File: src/hdl/nnps_pkg.sv
`timescale 1ns / 1ps
// ----------------------------------------------------------------------------
// nnps_pkg
// Shared types and constants for the nearest-neighbor plane scaler.
// ----------------------------------------------------------------------------
package nnps_pkg;

    // configuration register width and reset values
    localparam int CFG_W          = 11;
    localparam int DEF_MAX_DIM    = 1024;
    localparam int RST_SRC_WIDTH  = 800;
    localparam int RST_SRC_HEIGHT = 600;
    localparam int RST_DST_WIDTH  = 800;
    localparam int RST_DST_HEIGHT = 600;

    // apb address and data
    localparam int PADDR_W = 4;
    localparam int PDATA_W = 32;

    // register indexes
    typedef enum logic [1:0] {
        REG_SRC_WIDTH  = 2'd0,
        REG_SRC_HEIGHT = 2'd1,
        REG_DST_WIDTH  = 2'd2,
        REG_DST_HEIGHT = 2'd3
    } t_reg_idx;

    // command modes
    localparam logic MODE_LOAD  = 1'b0;
    localparam logic MODE_FETCH = 1'b1;

    // command and result payloads
    typedef struct packed {
        logic       mode;
        logic [7:0] src_pixel;
    } t_cmd;

    typedef struct packed {
        logic [7:0] dst_pixel;
        logic       last_pixel;
    } t_result;

    // sequencer states
    typedef enum logic [3:0] {
        S_IDLE,
        S_LD_MUL,
        S_LD_WR,
        S_FX_MUL,
        S_FX_DS,
        S_FX_DW,
        S_FY_MUL,
        S_FY_DS,
        S_FY_DW,
        S_FA_MUL,
        S_FA_RD,
        S_FOUT
    } t_state;

endpackage

File: src/hdl/nnps_div.sv
`timescale 1ns / 1ps
// ----------------------------------------------------------------------------
// nnps_div
// Restoring divider, one quotient bit per cycle, for the scaler index math.
// ----------------------------------------------------------------------------
module nnps_div
    import nnps_pkg::*;
#(
    parameter int NUM_W = 22,
    parameter int DEN_W = 11
) (
    input  logic             i_clk,
    input  logic             i_rst_n,
    input  logic             i_start,
    input  logic [NUM_W-1:0] i_dividend,
    input  logic [DEN_W-1:0] i_divisor,
    output logic             o_done,
    output logic [NUM_W-1:0] o_quotient
);

    localparam int CNT_W = $clog2(NUM_W);

    logic             r_busy, n_busy;
    logic             r_done, n_done;
    logic [CNT_W-1:0] r_cnt, n_cnt;
    logic [NUM_W-1:0] r_num, n_num;
    logic [DEN_W-1:0] r_rem, n_rem;
    logic [DEN_W-1:0] r_den, n_den;
    logic [DEN_W:0]   rem_sh;
    logic [DEN_W:0]   rem_sub;
    logic             ge;

    // one shift-subtract step
    always_comb begin
        rem_sh  = {r_rem, r_num[NUM_W-1]};
        ge      = (rem_sh >= {1'b0, r_den});
        rem_sub = rem_sh - {1'b0, r_den};
        n_busy  = r_busy;
        n_done  = 1'b0;
        n_cnt   = r_cnt;
        n_num   = r_num;
        n_rem   = r_rem;
        n_den   = r_den;
        if (i_start) begin
            n_busy = 1'b1;
            n_cnt  = '0;
            n_num  = i_dividend;
            n_rem  = '0;
            n_den  = i_divisor;
        end else if (r_busy) begin
            n_num = {r_num[NUM_W-2:0], ge};
            n_rem = ge ? rem_sub[DEN_W-1:0] : rem_sh[DEN_W-1:0];
            n_cnt = r_cnt + CNT_W'(1);
            if (r_cnt == CNT_W'(NUM_W - 1)) begin
                n_busy = 1'b0;
                n_done = 1'b1;
            end
        end
    end

    // control state
    always_ff @(posedge i_clk) begin
        if (!i_rst_n) begin
            r_busy <= 1'b0;
            r_done <= 1'b0;
            r_cnt  <= '0;
        end else begin
            r_busy <= n_busy;
            r_done <= n_done;
            r_cnt  <= n_cnt;
        end
    end

    // datapath
    always_ff @(posedge i_clk) begin
        r_num <= n_num;
        r_rem <= n_rem;
        r_den <= n_den;
    end

    assign o_done     = r_done;
    assign o_quotient = r_num;

    // done is a single-cycle pulse
    a_done_pulse: assert property (@(posedge i_clk) disable iff (!i_rst_n)
        r_done |=> !r_done)
        else $error("divider done held for more than one cycle");

    // no restart while a division runs
    a_no_restart: assert property (@(posedge i_clk) disable iff (!i_rst_n)
        i_start |-> !r_busy)
        else $error("divider started while busy");

    // partial remainder stays below the divisor
    a_rem_bound: assert property (@(posedge i_clk) disable iff (!i_rst_n)
        (r_busy && r_cnt != '0) |-> (r_rem < r_den))
        else $error("divider remainder out of range");

endmodule

File: config.mk
export PLATFORM = sky130hd
export DESIGN_NAME = nnps_div
export DESIGN_NICKNAME = d
export VERILOG_FILES = /design/src/hdl/nnps_pkg.sv /design/src/hdl/nnps_div.sv
export SDC_FILE = /design/constraint.sdc
export NUM_CORES = 1
export LEC_CHECK = 0
export ABC_CLOCK_PERIOD_IN_PS = 3250
export CAP_MARGIN = 20
export CORE_MARGIN = 2
export CORE_UTILIZATION = 25
export DETAILED_ROUTE_END_ITERATION = 10
export DONT_BUFFER_PORTS = 1
export PLACE_DENSITY_LB_ADDON = 0.1
export RECOVER_POWER = 100
export SYNTH_ARGS = -nofsm -noshare
export SYNTH_HDL_FRONTEND = slang
export SYNTH_SLANG_ARGS = --single-unit
File: constraint.sdc
create_clock -name i_clk -period 3.25 [get_ports i_clk]
set_clock_uncertainty 0.05 [all_clocks]
set_input_delay 0.8125 -clock i_clk [delete_from_list [all_inputs] [get_ports i_clk]]
set_output_delay 0.8125 -clock i_clk [all_outputs]
set_load 0.005 [all_outputs]
Yosys cells after proc, flatten, opt, wreduce, memory -nomap -nowiden
Index checks and enable logic that the tools add are counted.

word-level totals
  flip-flop bits (word level) = 51
  memory bits (read-only) = 0
  latch bits = 0
  memories kept = 0
  output and inout bits = 23
  input port bits = 36
  bits in writable memories = 0
  logic and storage cells = 22

cells by class
  reduce and logical (&&, ||, !) cells = 3
  bitwise gates (word level) = 2
  order comparisons = 1
  mux-type cells = 7
  add/sub/neg operators = 2
  eq/ne operators = 1
  shifts and indexed selects = 0
  div/mod/pow operators = 0
  $mul = 0

operator list
  cell                 count
  $mux 22              2
  $ge 12x11->1         1
  $mux 11              1
  $sub 11x11->11       1
  $add 5x1->5 const B  1
  $eq 5x5->1 const B   1
  $mux 1               4
  $reduce_or 3->1      1
  $not 1->1            2
  $reduce_bool 2->1    1
  $reduce_or 2->1      1

Longest topological paths before layout
Gate-level depths: netlist (run 1).

  depth after elaboration = 4
  mapped depth = 10
  mapped depth without buffers = 9

Worst setup path after synthesis (run 1)
No wires, ideal clock.

  kind = register to register
  from = register r_num[21] (netlist: o_quotient[21])
  to = register r_rem[8]
  library setup time = 138 ps
  required time = 3062 ps
  setup slack = 950 ps
  path buffers = 1
  cell stages (with the launch flop) = 11
  data arrival time = 2112 ps
  period minus slack after synthesis = 2300 ps
  cell sequence = edfxtp_1 > inv_1 > ha_1 > fa_1 > nor2b_1 > o31a_1 > o21ai_2 > o21ai_4 > buf_8 > mux2i_1 > a211oi_2

between the ends
  cells in the longest elaborated chain, start to end = 2
  elaborated cells on any way between the ends = 3
  classes of those cells = add/sub: 1; order compare: 1; mux: 1

ends and longest elaborated chain
  what                                                   line                            text
  start, declared                                        nnps_div.sv:26                  logic [NUM_W-1:0] r_num, n_num;
  start signal, assigned                                 nnps_div.sv:76                  r_num <= n_num;
  $sub 11x11->11 / $ge 12x11->1 (equally long branches)  nnps_div.sv:37, nnps_div.sv:36
  $mux 11 (*)                                            nnps_div.sv:52                  n_rem = ge ? rem_sub[DEN_W-1:0] : rem_sh[DEN_W-1:0];
  end signal, assigned                                   nnps_div.sv:77                  r_rem <= n_rem;
  end, declared                                          nnps_div.sv:27                  logic [DEN_W-1:0] r_rem, n_rem;

Every way passes the cells marked *; elsewhere a longest branch is shown, timed or not.
A chain may end at the register's enable or synchronous reset.

Final worst setup path (run 1)
Same ends and word-level chain as after synthesis.

==> results of run 1 <==
power by group:
group | switching, W | internal, W
Combinational | 0.000164 | 0.000138
Clock | 0.000225 | 0.000233
Sequential | 0.0000430 | 0.000758
Total | 0.000432 | 0.00113
sequential cells by signal (all words and copies together) (netlist names):
register    cells
o_quotient     22
r_rem          11
r_cnt           5
r_busy          1
o_done          1
r_den          11
cell usage after synthesis, types with 5 or more instances:
cell,count,area (um^2)
edfxtp_1,33,991
dfxtp_1,18,360
mux2_2,22,248
ha_1,13,163
nor2_1,18,67.6
xnor2_1,6,52.6
nand2_1,10,37.5
a21oi_1,8,40.0
clkbuf_1,6,22.5
inv_1,17,63.8
o21ai_0,7,35.0
mux2i_1,5,50.1
a211oi_1,7,52.6
layout make-up:
| class | count | area [um^2] | area share |
|---|---|---|---|
| well taps | 136 | 170 | 0.0586 |
| clock inverters | 2 | 38.8 | 0.0134 |
| multi-input cells | 148 | 1200 | 0.413 |
| clock buffers | 6 | 72.6 | 0.0250 |
| flip-flops and latches | 51 | 1350 | 0.465 |
| inverters | 17 | 63.8 | 0.0220 |
| repair buffers | 2 | 8.76 | 0.00302 |
kinds of logic (layout without fill, tap and decap cells):
logic type | Yosys count | in the layout
AO/OA/AOI/OAI | 43 | 43
XOR/XNOR | 9 | 9
adder cells (fa/ha/maj) | 14 | 14
AND/OR/NAND/NOR | 55 | 55
multiplexers | 27 | 27
buffers and inverters | 26 | 27
flip-flops | 51 | 51
metrics by stage:
stage                     power (W)  hold slack (ns)  instance area, um^2  utilization
after floorplan             0.00107            0.424                 2660            -
after global placement      0.00113            0.452                 2800        0.271
after detailed placement    0.00112            0.459                 2800        0.271
after CTS                   0.00159            0.470                 2910        0.282
after global routing        0.00166            0.500                 2900        0.281
final                       0.00156            0.467                 2900        0.281
layer usage:
layer  routed length (um)  vias up  global-route usage
li1                     -      826                   -
met1                 2570      759               0.135
met2                 2340       45               0.151
met3                  310        5              0.0298
met4                   62        0              0.0334
met5                    0        -                   0
worst min-delay path: stages, from the launching register on:
cell      delay (ns)
dfxtp_1         0.35
nor2_1          0.09
a211oi_1        0.05
layout by cell type (no fill, tap or decap), types with 4 or more instances in the layout:
cell	count
mux2i_1	5
a211oi_1	7
a21oi_1	8
inv_1	17
xnor2_1	6
ha_1	13
mux2_2	22
nand2b_1	4
nand2_1	10
edfxtp_1	33
o21ai_0	7
clkbuf_8	5
nor2_1	18
dfxtp_1	18
worst min path at each step:
stage,slack (ns),cells past startpoint,endpoint
floorplan,0.42,2,r_rem[4]$_SDFFE_PP0P_
global placement,0.45,2,r_cnt[1]$_SDFFE_PP0P_
detailed placement,0.46,2,r_cnt[1]$_SDFFE_PP0P_
CTS,0.47,2,r_cnt[1]$_SDFFE_PP0P_
global route,0.50,1,r_rem[10]$_SDFFE_PP0P_
finish,0.47,2,r_cnt[1]$_SDFFE_PP0P_
==> flow_metrics.env, run 1 <==
export IMPL_status="finished clean"
export IMPL_synth_compound_area_frac=0.124
export IMPL_r2r_end="r_rem[8]$_SDFFE_PP0P_"
export IMPL_place_congestion=0.739
export IMPL_area_delta_synth_final_pct=9.02
export IMPL_r2r_start="o_quotient[21]$_DFFE_PP_"
export IMPL_placedCellCount=354
export IMPL_syn_area_um2=2660
export IMPL_antenna_found_initial=0
export IMPL_grt_usage=0.0994
export IMPL_start_kind="flip-flop"
export IMPL_avgSynthCellArea_um2=11.8
export IMPL_worst_slack_ns=0.502
export IMPL_ys_ff_latch=51
export IMPL_setup_viol=0
export IMPL_fin_crit_sh=0.845
export IMPL_grt_max_degree=46
export IMPL_wire_per_inst_um=14.6
export IMPL_layout_drive_gt1_share=0.159
export IMPL_finalHoldViolations=0
export IMPL_ys_types=46
export IMPL_routed_wl_mm=5.29
export IMPL_clk_latency_ns=0.31
export IMPL_irDropWorstVdd_mv=0.181
export IMPL_pwr_density_cell_nw_per_um2=538
export IMPL_die_w_um=107
export IMPL_ios=59
export IMPL_async_flop_share=0
export IMPL_grt_overflow_total=0
export IMPL_synth_top_family_by_area="compound AO/OA/AOI/OAI gates"
export IMPL_syn_nets=275
export IMPL_regToRegSetupSlack_ns=0.50
export IMPL_cts_root_buf="clkbuf_8"
export IMPL_slew_headroom=0.156
export IMPL_p_leak_nw=1.05
export IMPL_die_h_um=107
export IMPL_rsz0062_at_grt="false"
export IMPL_final_cell_count_no_fill=362
export IMPL_ys_flop_type="edfxtp_1"
export IMPL_fin_setup_tns_ns=0
export IMPL_end_kind="flip-flop"
export IMPL_slowest_stage="o21ai_4"
export IMPL_synthCells=225
export IMPL_grt_pass1_wl_mm=8.98
export IMPL_cts_tree="done"
export IMPL_path_max_fanout=15
export IMPL_synth_seq_area_share=0.507
export IMPL_row_count=37
export IMPL_drc=0
export IMPL_drtIter0Drc=80
export IMPL_fin_crit_ns=2.75
export IMPL_synth_edff_count=33
export IMPL_cp_endpoint="r_rem[8]$_SDFFE_PP0P_"
export IMPL_pre_cts_ws_ns=0.642
export IMPL_dieArea_um2=11500
export IMPL_cp_startpoint="o_quotient[21]$_DFFE_PP_"
export IMPL_tightest_slew_ns=1.27
export IMPL_vias=1635
export IMPL_slew_violations=0
export IMPL_cts_max_path_buffers=2
export IMPL_synth_xor_area_frac=0.0296
export IMPL_port_buffers=0
export IMPL_antenna_cells=0
export IMPL_worstHoldStart="r_cnt[1]$_SDFFE_PP0P_"
export IMPL_cp_arrival_ns=2.84
export IMPL_clkSinkCount=51
export IMPL_avgViaCountPerCell=4.52
export IMPL_max_freq_mhz=364
export IMPL_cts_buffers=5
export IMPL_synth_mux_area_frac=0.112
export IMPL_path_cells="inv_1, ha_1, fa_1, nor2b_1, o31a_1, o21ai_1, o21ai_4, mux2i_1, a211oi_2"
export IMPL_max_stage_delay_ns=0.47
export IMPL_cts_hold_buf=0
export IMPL_crit_type="reg2reg"
export IMPL_hold_path_class="reg2reg"
export IMPL_cp_num_buf_inv=1
export IMPL_core_um2=10300
export IMPL_cts_resized=0
export IMPL_first_pass_iters=4
export IMPL_worstPathRequired_ns=3.35
export IMPL_ff2ff_path_depth=9
export IMPL_fillers=1057
export IMPL_crit_family="compound AO/OA/AOI/OAI gates"
export IMPL_grt_pass1_vias=1750
export IMPL_antenna_left=0
export IMPL_post_cts_repair_setup_buffers=0
export IMPL_cp_num_cells=9
export IMPL_synth_fa_ha_area_frac=0.0686
export IMPL_synthSimpleGateAreaFrac=0.117
export IMPL_dp_hpwl_mm=3.74
export IMPL_drv_cap=0
export IMPL_clkTransAtPathRegs_ns=0.10
export IMPL_fin_nets=275
export IMPL_h_tree_depth=2
export IMPL_initial_utilization=0.258
export IMPL_ys_warnings_count=0
Note: power is estimated with default switching activity, not from simulation.
==> inputs of run 2 (changes only) <==
--- a/config.mk
+++ b/config.mk
@@ -5,7 +5,7 @@
 export SDC_FILE = /design/constraint.sdc
 export NUM_CORES = 1
 export LEC_CHECK = 0
-export ABC_CLOCK_PERIOD_IN_PS = 3250
+export ABC_CLOCK_PERIOD_IN_PS = 2770
 export CAP_MARGIN = 20
 export CORE_MARGIN = 2
 export CORE_UTILIZATION = 25
==> constraint.sdc (replaced) <==
create_clock -name i_clk -period 2.77 [get_ports i_clk]
set_clock_uncertainty 0.05 [all_clocks]
set_input_delay 0.6925 -clock i_clk [delete_from_list [all_inputs] [get_ports i_clk]]
set_output_delay 0.6925 -clock i_clk [all_outputs]
set_load 0.005 [all_outputs]
==> flow_metrics.env, run 2 (synthesis results as in run 1) <==
export IMPL_grt_pass1_wl_mm=8.91
export IMPL_core_um2=10300
export IMPL_grt_pass1_vias=1691
export IMPL_ios=59
export IMPL_fin_crit_sh=0.917
export IMPL_cts_tree="done"
export IMPL_wire_per_inst_um=14.5
export IMPL_final_cell_mix="edfxtp_1, mux2_2, nor2_1, dfxtp_1, inv_1"
export IMPL_r2r_start="o_quotient[21]$_DFFE_PP_"
export IMPL_power_frac_seq=0.526
export IMPL_avgViaCountPerCell=4.52
export IMPL_setup_viol=0
export IMPL_clkTransAtPathRegs_ns=0.10
export IMPL_worstPathRequired_ns=2.86
export IMPL_pwr_density_cell_nw_per_um2=612
export IMPL_dieArea_um2=11500
export IMPL_path_cells="inv_1, ha_1, fa_1, nor2b_1, o31a_1, o21ai_2, o21ai_4, clkbuf_1, mux2i_1, a211oi_2"
export IMPL_clk_latency_ns=0.30
export IMPL_vias=1644
export IMPL_largest_reg_flops=22
export IMPL_initial_utilization=0.258
export IMPL_fin_setup_tns_ns=0
export IMPL_first_pass_iters=4
export IMPL_fin_crit_ns=2.54
export IMPL_antenna_cells=0
export IMPL_slew_headroom=0.124
export IMPL_max_stage_delay_ns=0.41
export IMPL_grt_usage=0.0994
export IMPL_start_kind="flip-flop"
export IMPL_drv_cap=0
export IMPL_slew_violations=0
export IMPL_path_max_fanout=6
export IMPL_end_kind="flip-flop"
export IMPL_netSwitchingPower_w=0.000519
export IMPL_cts_resized=0
export IMPL_cts_root_buf="clkbuf_8"
export IMPL_worstHoldStart="i_divisor[1]"
export IMPL_stdcell_area_um2=2920
export IMPL_layout_drive_gt1_share=0.171
export IMPL_h_tree_depth=2
export IMPL_clkSinkCount=51
export IMPL_port_buffers=0
export IMPL_cts_max_path_buffers=2
export IMPL_max_freq_mhz=394
export IMPL_drc=0
export IMPL_antenna_found_initial=0
export IMPL_mostFrequentLayoutCell="edfxtp_1"
export IMPL_cp_arrival_ns=2.63
export IMPL_fillers=1065
export IMPL_grt_overflow_total=0
export IMPL_tightest_slew_ns=1.31
export IMPL_pwr_share_comb=0.211
export IMPL_pwr_share_clk=0.264
export IMPL_rsz0062_at_grt="false"
export IMPL_grt_max_degree=46
export IMPL_power_internal_w=0.00127
export IMPL_routed_wl_mm=5.30
export IMPL_dp_hpwl_mm=3.80
export IMPL_fin_nets=277
export IMPL_crit_type="reg2reg"
export IMPL_place_congestion=0.736
export IMPL_cp_startpoint="o_quotient[21]$_DFFE_PP_"
export IMPL_finalHoldViolations=0
export IMPL_drtIter0Drc=49
export IMPL_die_w_um=107
export IMPL_die_h_um=107
export IMPL_status="finished clean"
export IMPL_switching_share=0.290
export IMPL_row_count=37
export IMPL_p_leak_nw=1.06
export IMPL_area_delta_synth_final_pct=9.68
export IMPL_antenna_left=0
export IMPL_slowest_stage="edfxtp_1"
export IMPL_cts_buffers=5
export IMPL_irDropWorstVdd_mv=0.179
export IMPL_placed_area_um2=2800
export IMPL_hold_path_class="in2reg"
-- run 2: changes by cell type in the layout (fill, tap and decap cells not counted) --
cell,delta
buf_12,+1
buf_4,+1
bufinv_16,-1
clkbuf_2,-1
clkbuf_8,+1
clkinv_4,+1
clkinvlp_4,+1
inv_6,-1
o21ai_1,-1
o21ai_2,+1
-- run 2: routing by layer --
metal  up-vias  wire, um  track usage
met5         -         0            0
met4         0        70       0.0362
met3         6       230       0.0280
met2        33      2350        0.146
met1       774      2650        0.138
li1        831         -            -
-- run 2: what timing repair did --
action | CTS | global route
setup endpoints to repair | 0 | 1
setup buffers | 0 | 2
hold buffers | 0 | 0
-- run 2: stage by stage --
stage	util	hold slack [ns]	total power, W	cells	setup WS [ns]
2_1_floorplan	-	0.424	0.00126	225	0.470
3_3_place_gp	0.271	0.452	0.00133	354	0.214
3_5_place_dp	0.271	0.455	0.00132	354	0.165
4_1_cts	0.281	0.382	0.00181	362	0.134
5_1_grt	0.283	0.364	0.00190	364	0.0484
6_report	0.283	0.425	0.00179	364	0.231
-- run 2: area by class of cell --
class | instances | area, um^2 | share of cell area
Sequential cell | 51 | 1350 | 0.463
Multi-Input combinational cell | 148 | 1200 | 0.412
Timing Repair Buffer | 4 | 35.0 | 0.0120
Tap cell | 136 | 170 | 0.0582
Inverter | 17 | 63.8 | 0.0218
Clock buffer | 6 | 82.6 | 0.0283
Clock inverter | 2 | 16.3 | 0.00557
-- run 2: worst paths after layout --
| kind | to | slack, ns | cells after the start |
|---|---|---|---|
| hold reg to reg | r_rem[3]$_SDFFE_PP0P_ | 0.47 | 2 |
| hold / removal | r_den[1]$_DFFE_PP_ | 0.42 | 0 |
| setup / recovery | r_rem[8]$_SDFFE_PP0P_ | 0.23 | 10 |
| setup reg to reg | r_rem[8]$_SDFFE_PP0P_ | 0.23 | 10 |
-- run 2: critical path: cells and delay by family, from the launching register on --
family,cells,cell delay (ns)
and+or+nand+nor,1,0.16
muxes,1,0.24
AOI/OAI and AO/OA,4,0.66
adders and majority gates,2,0.63
buffers and inverters,2,0.24
DFF,1,0.41
-- run 2: power by group through the flow --
stage | clock network, W | registers, W | logic (W)
after detailed placement | 0 | 0.000958 | 0.000363
after global routing | 0.000533 | 0.000951 | 0.000420
after CTS | 0.000502 | 0.000943 | 0.000364
after floorplan | 0 | 0.000940 | 0.000316
final | 0.000472 | 0.000940 | 0.000377
after global placement | 0 | 0.000961 | 0.000366
==> inputs of run 3 (changes only) <==
--- a/config.mk
+++ b/config.mk
@@ -5,6 +5,7 @@
 export SDC_FILE = /design/constraint.sdc
 export NUM_CORES = 1
 export LEC_CHECK = 0
+export ABC_AREA = 1
 export ABC_CLOCK_PERIOD_IN_PS = 2770
 export CAP_MARGIN = 20
 export CORE_MARGIN = 2
==> flow_metrics.env, run 3 <==
export IMPL_fin_crit_ns=2.31
export IMPL_area_delta_synth_final_pct=8.11
export IMPL_cts_root_buf="clkbuf_16"
export IMPL_synth_area_top_cells="edfxtp_1, nand2_1, dfxtp_1"
export IMPL_cp_num_cells=11
export IMPL_wire_per_inst_um=13.7
export IMPL_synth_most_common_cell="nand2_1"
export IMPL_drc=0
export IMPL_holdPathStages=2
export IMPL_worstHoldStart="r_rem[10]$_SDFFE_PP0P_"
export IMPL_slew_violations=0
export IMPL_p_leak_nw=1.46
export IMPL_irDropWorstVdd_mv=0.230
export IMPL_fin_setup_tns_ns=0
export IMPL_holdWs_ns=0.426
export IMPL_rsz0062_at_grt="false"
export IMPL_avgViaCountPerCell=4.47
export IMPL_mostFrequentLayoutCell="nand2_1"
export IMPL_ys_warnings_count=0
export IMPL_clkTransAtPathRegs_ns=0.07
export IMPL_grt_overflow_total=0
export IMPL_h_tree_depth=2
export IMPL_regToRegSetupSlack_ns=0.46
export IMPL_cts_tree="done"
export IMPL_synth_xor_area_frac=0.00911
export IMPL_final_cell_mix="nand2_1, inv_1, edfxtp_1, nand3_1, dfxtp_1"
export IMPL_cts_hold_buf=0
export IMPL_dieArea_um2=12400
export IMPL_clkSinkCount=51
export IMPL_ys_ff_latch=51
export IMPL_die_w_um=111
export IMPL_synth_compound_area_frac=0.0213
export IMPL_cts_max_path_buffers=2
export IMPL_syn_area_um2=2880
export IMPL_antenna_found_initial=0
export IMPL_grt_pass1_wl_mm=11.4
export IMPL_finalHoldViolations=0
export IMPL_synth_commonest_cells="nand2_1, inv_1, edfxtp_1"
export IMPL_grt_usage=0.114
export IMPL_fin_crit_sh=0.833
export IMPL_r2r_start="o_quotient[21]$_DFFE_PP_"
export IMPL_ys_types=31
export IMPL_slew_headroom=0.123
export IMPL_synth_edff_count=33
export IMPL_max_freq_mhz=433
export IMPL_syn_nets=407
export IMPL_crit_top_cell="nand3_1"
export IMPL_synth_mux_area_frac=0
export IMPL_yosysTopAreaCellShare=0.344
export IMPL_place_congestion=0.797
export IMPL_ff2ff_path_depth=11
export IMPL_grt_met3_usage=0.0370
export IMPL_vias=2233
export IMPL_initial_utilization=0.255
export IMPL_ys_flop_type="edfxtp_1"
export IMPL_hold_path_class="reg2reg"
export IMPL_routed_wl_mm=6.85
export IMPL_setup_viol=0
export IMPL_post_cts_repair_setup_buffers=0
export IMPL_antenna_left=0
export IMPL_path_max_fanout=12
export IMPL_row_count=39
export IMPL_max_stage_delay_ns=0.41
export IMPL_worstPathRequired_ns=2.91
export IMPL_cts_resized=0
export IMPL_drtIter0Drc=73
export IMPL_start_kind="flip-flop"
export IMPL_status="finished clean"
export IMPL_ios=59
export IMPL_fin_nets=405
export IMPL_drv_cap=0
export IMPL_avgSynthCellArea_um2=8.08
export IMPL_grt_max_degree=38
export IMPL_synth_top_family_by_area="simple AND/OR/NAND/NOR gates"
export IMPL_largest_reg_flops=22
export IMPL_crit_family="simple AND/OR/NAND/NOR gates"
export IMPL_met2_usage=0.189
export IMPL_crit_type="reg2reg"
export IMPL_slowest_stage="fa_1"
export IMPL_pwr_density_cell_nw_per_um2=546
export IMPL_antenna_cells=0
export IMPL_async_flop_share=0
export IMPL_stdcell_area_um2=3120
export IMPL_utilization=0.275
export IMPL_layout_drive_gt1_share=0.0815
export IMPL_end_kind="flip-flop"
export IMPL_placed_area_um2=3010
export IMPL_core_um2=11300
export IMPL_synth_fa_ha_area_frac=0.0633
export IMPL_cp_startpoint="o_quotient[21]$_DFFE_PP_"
export IMPL_first_pass_iters=4
export IMPL_cp_arrival_ns=2.44
export IMPL_cp_num_buf_inv=2
export IMPL_synthCells=357
export IMPL_synth_seq_area_share=0.469
export IMPL_path_cells="inv_1, ha_1, fa_1, inv_1, nand3_1, nand3_1, nand2_2, nand4_4, nand3_1, nand3_1, nand2_1"
export IMPL_met1_usage=0.142
export IMPL_die_h_um=111
export IMPL_synthSimpleGateAreaFrac=0.344
export IMPL_synth_top_area_cell="edfxtp_1"
export IMPL_cts_buffers=5
export IMPL_dp_hpwl_mm=5.08
export IMPL_grt_pass1_vias=2326
export IMPL_tightest_slew_ns=1.32
export IMPL_port_buffers=0
export IMPL_grt_busiest_layer="met2"
export IMPL_clk_latency_ns=0.30
[run 3: stage by stage]
step	setup WS [ns]	total power, W	cells
after floorplan	0.881	0.00105	357
after global placement	0.554	0.00111	491
after detailed placement	0.516	0.00110	491
after CTS	0.491	0.00174	499
after global routing	0.215	0.00179	499
final	0.462	0.00170	499
[run 3: worst reg2reg max path: cells and delay by family, from the launching register on]
kind                     cells  cell delay, ns
AND/OR/NAND/NOR              7            0.98
adder cells (fa/ha/maj)      2            0.64
flip-flops                   1            0.37
buffers and inverters        2            0.16
[run 3: logic make-up after synthesis]
family                     after synthesis
adders and majority gates               14
AOI/OAI and AO/OA                       10
xor gates and xnor gates                 3
DFF                                     51
buffers and inverters                   64
and+or+nand+nor                        215
[run 3: layout make-up]
cell class	instances	area (um^2)
Clock inverter	3	20.0
Sequential cell	51	1350
Tap cell	143	179
Timing Repair Buffer	3	12.5
Inverter	52	195
Fill cell	1285	8200
Multi-Input combinational cell	242	1230
Clock buffer	5	125
[run 3: metal layers]
| metal | vias up | routed length (um) | part of all wire |
|---|---|---|---|
| li1 | 1137 | - | - |
| met1 | 1029 | 3160 | 0.46 |
| met2 | 59 | 3110 | 0.45 |
| met3 | 8 | 483 | 0.070 |
| met4 | 0 | 99 | 0.014 |
| met5 | - | 0 | 0 |
[run 3: path summary, 6_finish.rpt]
path	endpoint
setup / recovery	r_rem[9]$_SDFFE_PP0P_
hold / removal	r_rem[10]$_SDFFE_PP0P_
setup reg to reg	r_rem[9]$_SDFFE_PP0P_
hold reg to reg	r_rem[10]$_SDFFE_PP0P_
[run 3: report_power, final]
part	switching [W]	internal, W	leakage [nW]
registers	0.0000376	0.000872	0.479
clock network	0.000288	0.000334	0.0658
logic	0.000114	0.0000579	0.917
total	0.000439	0.00126	1.46
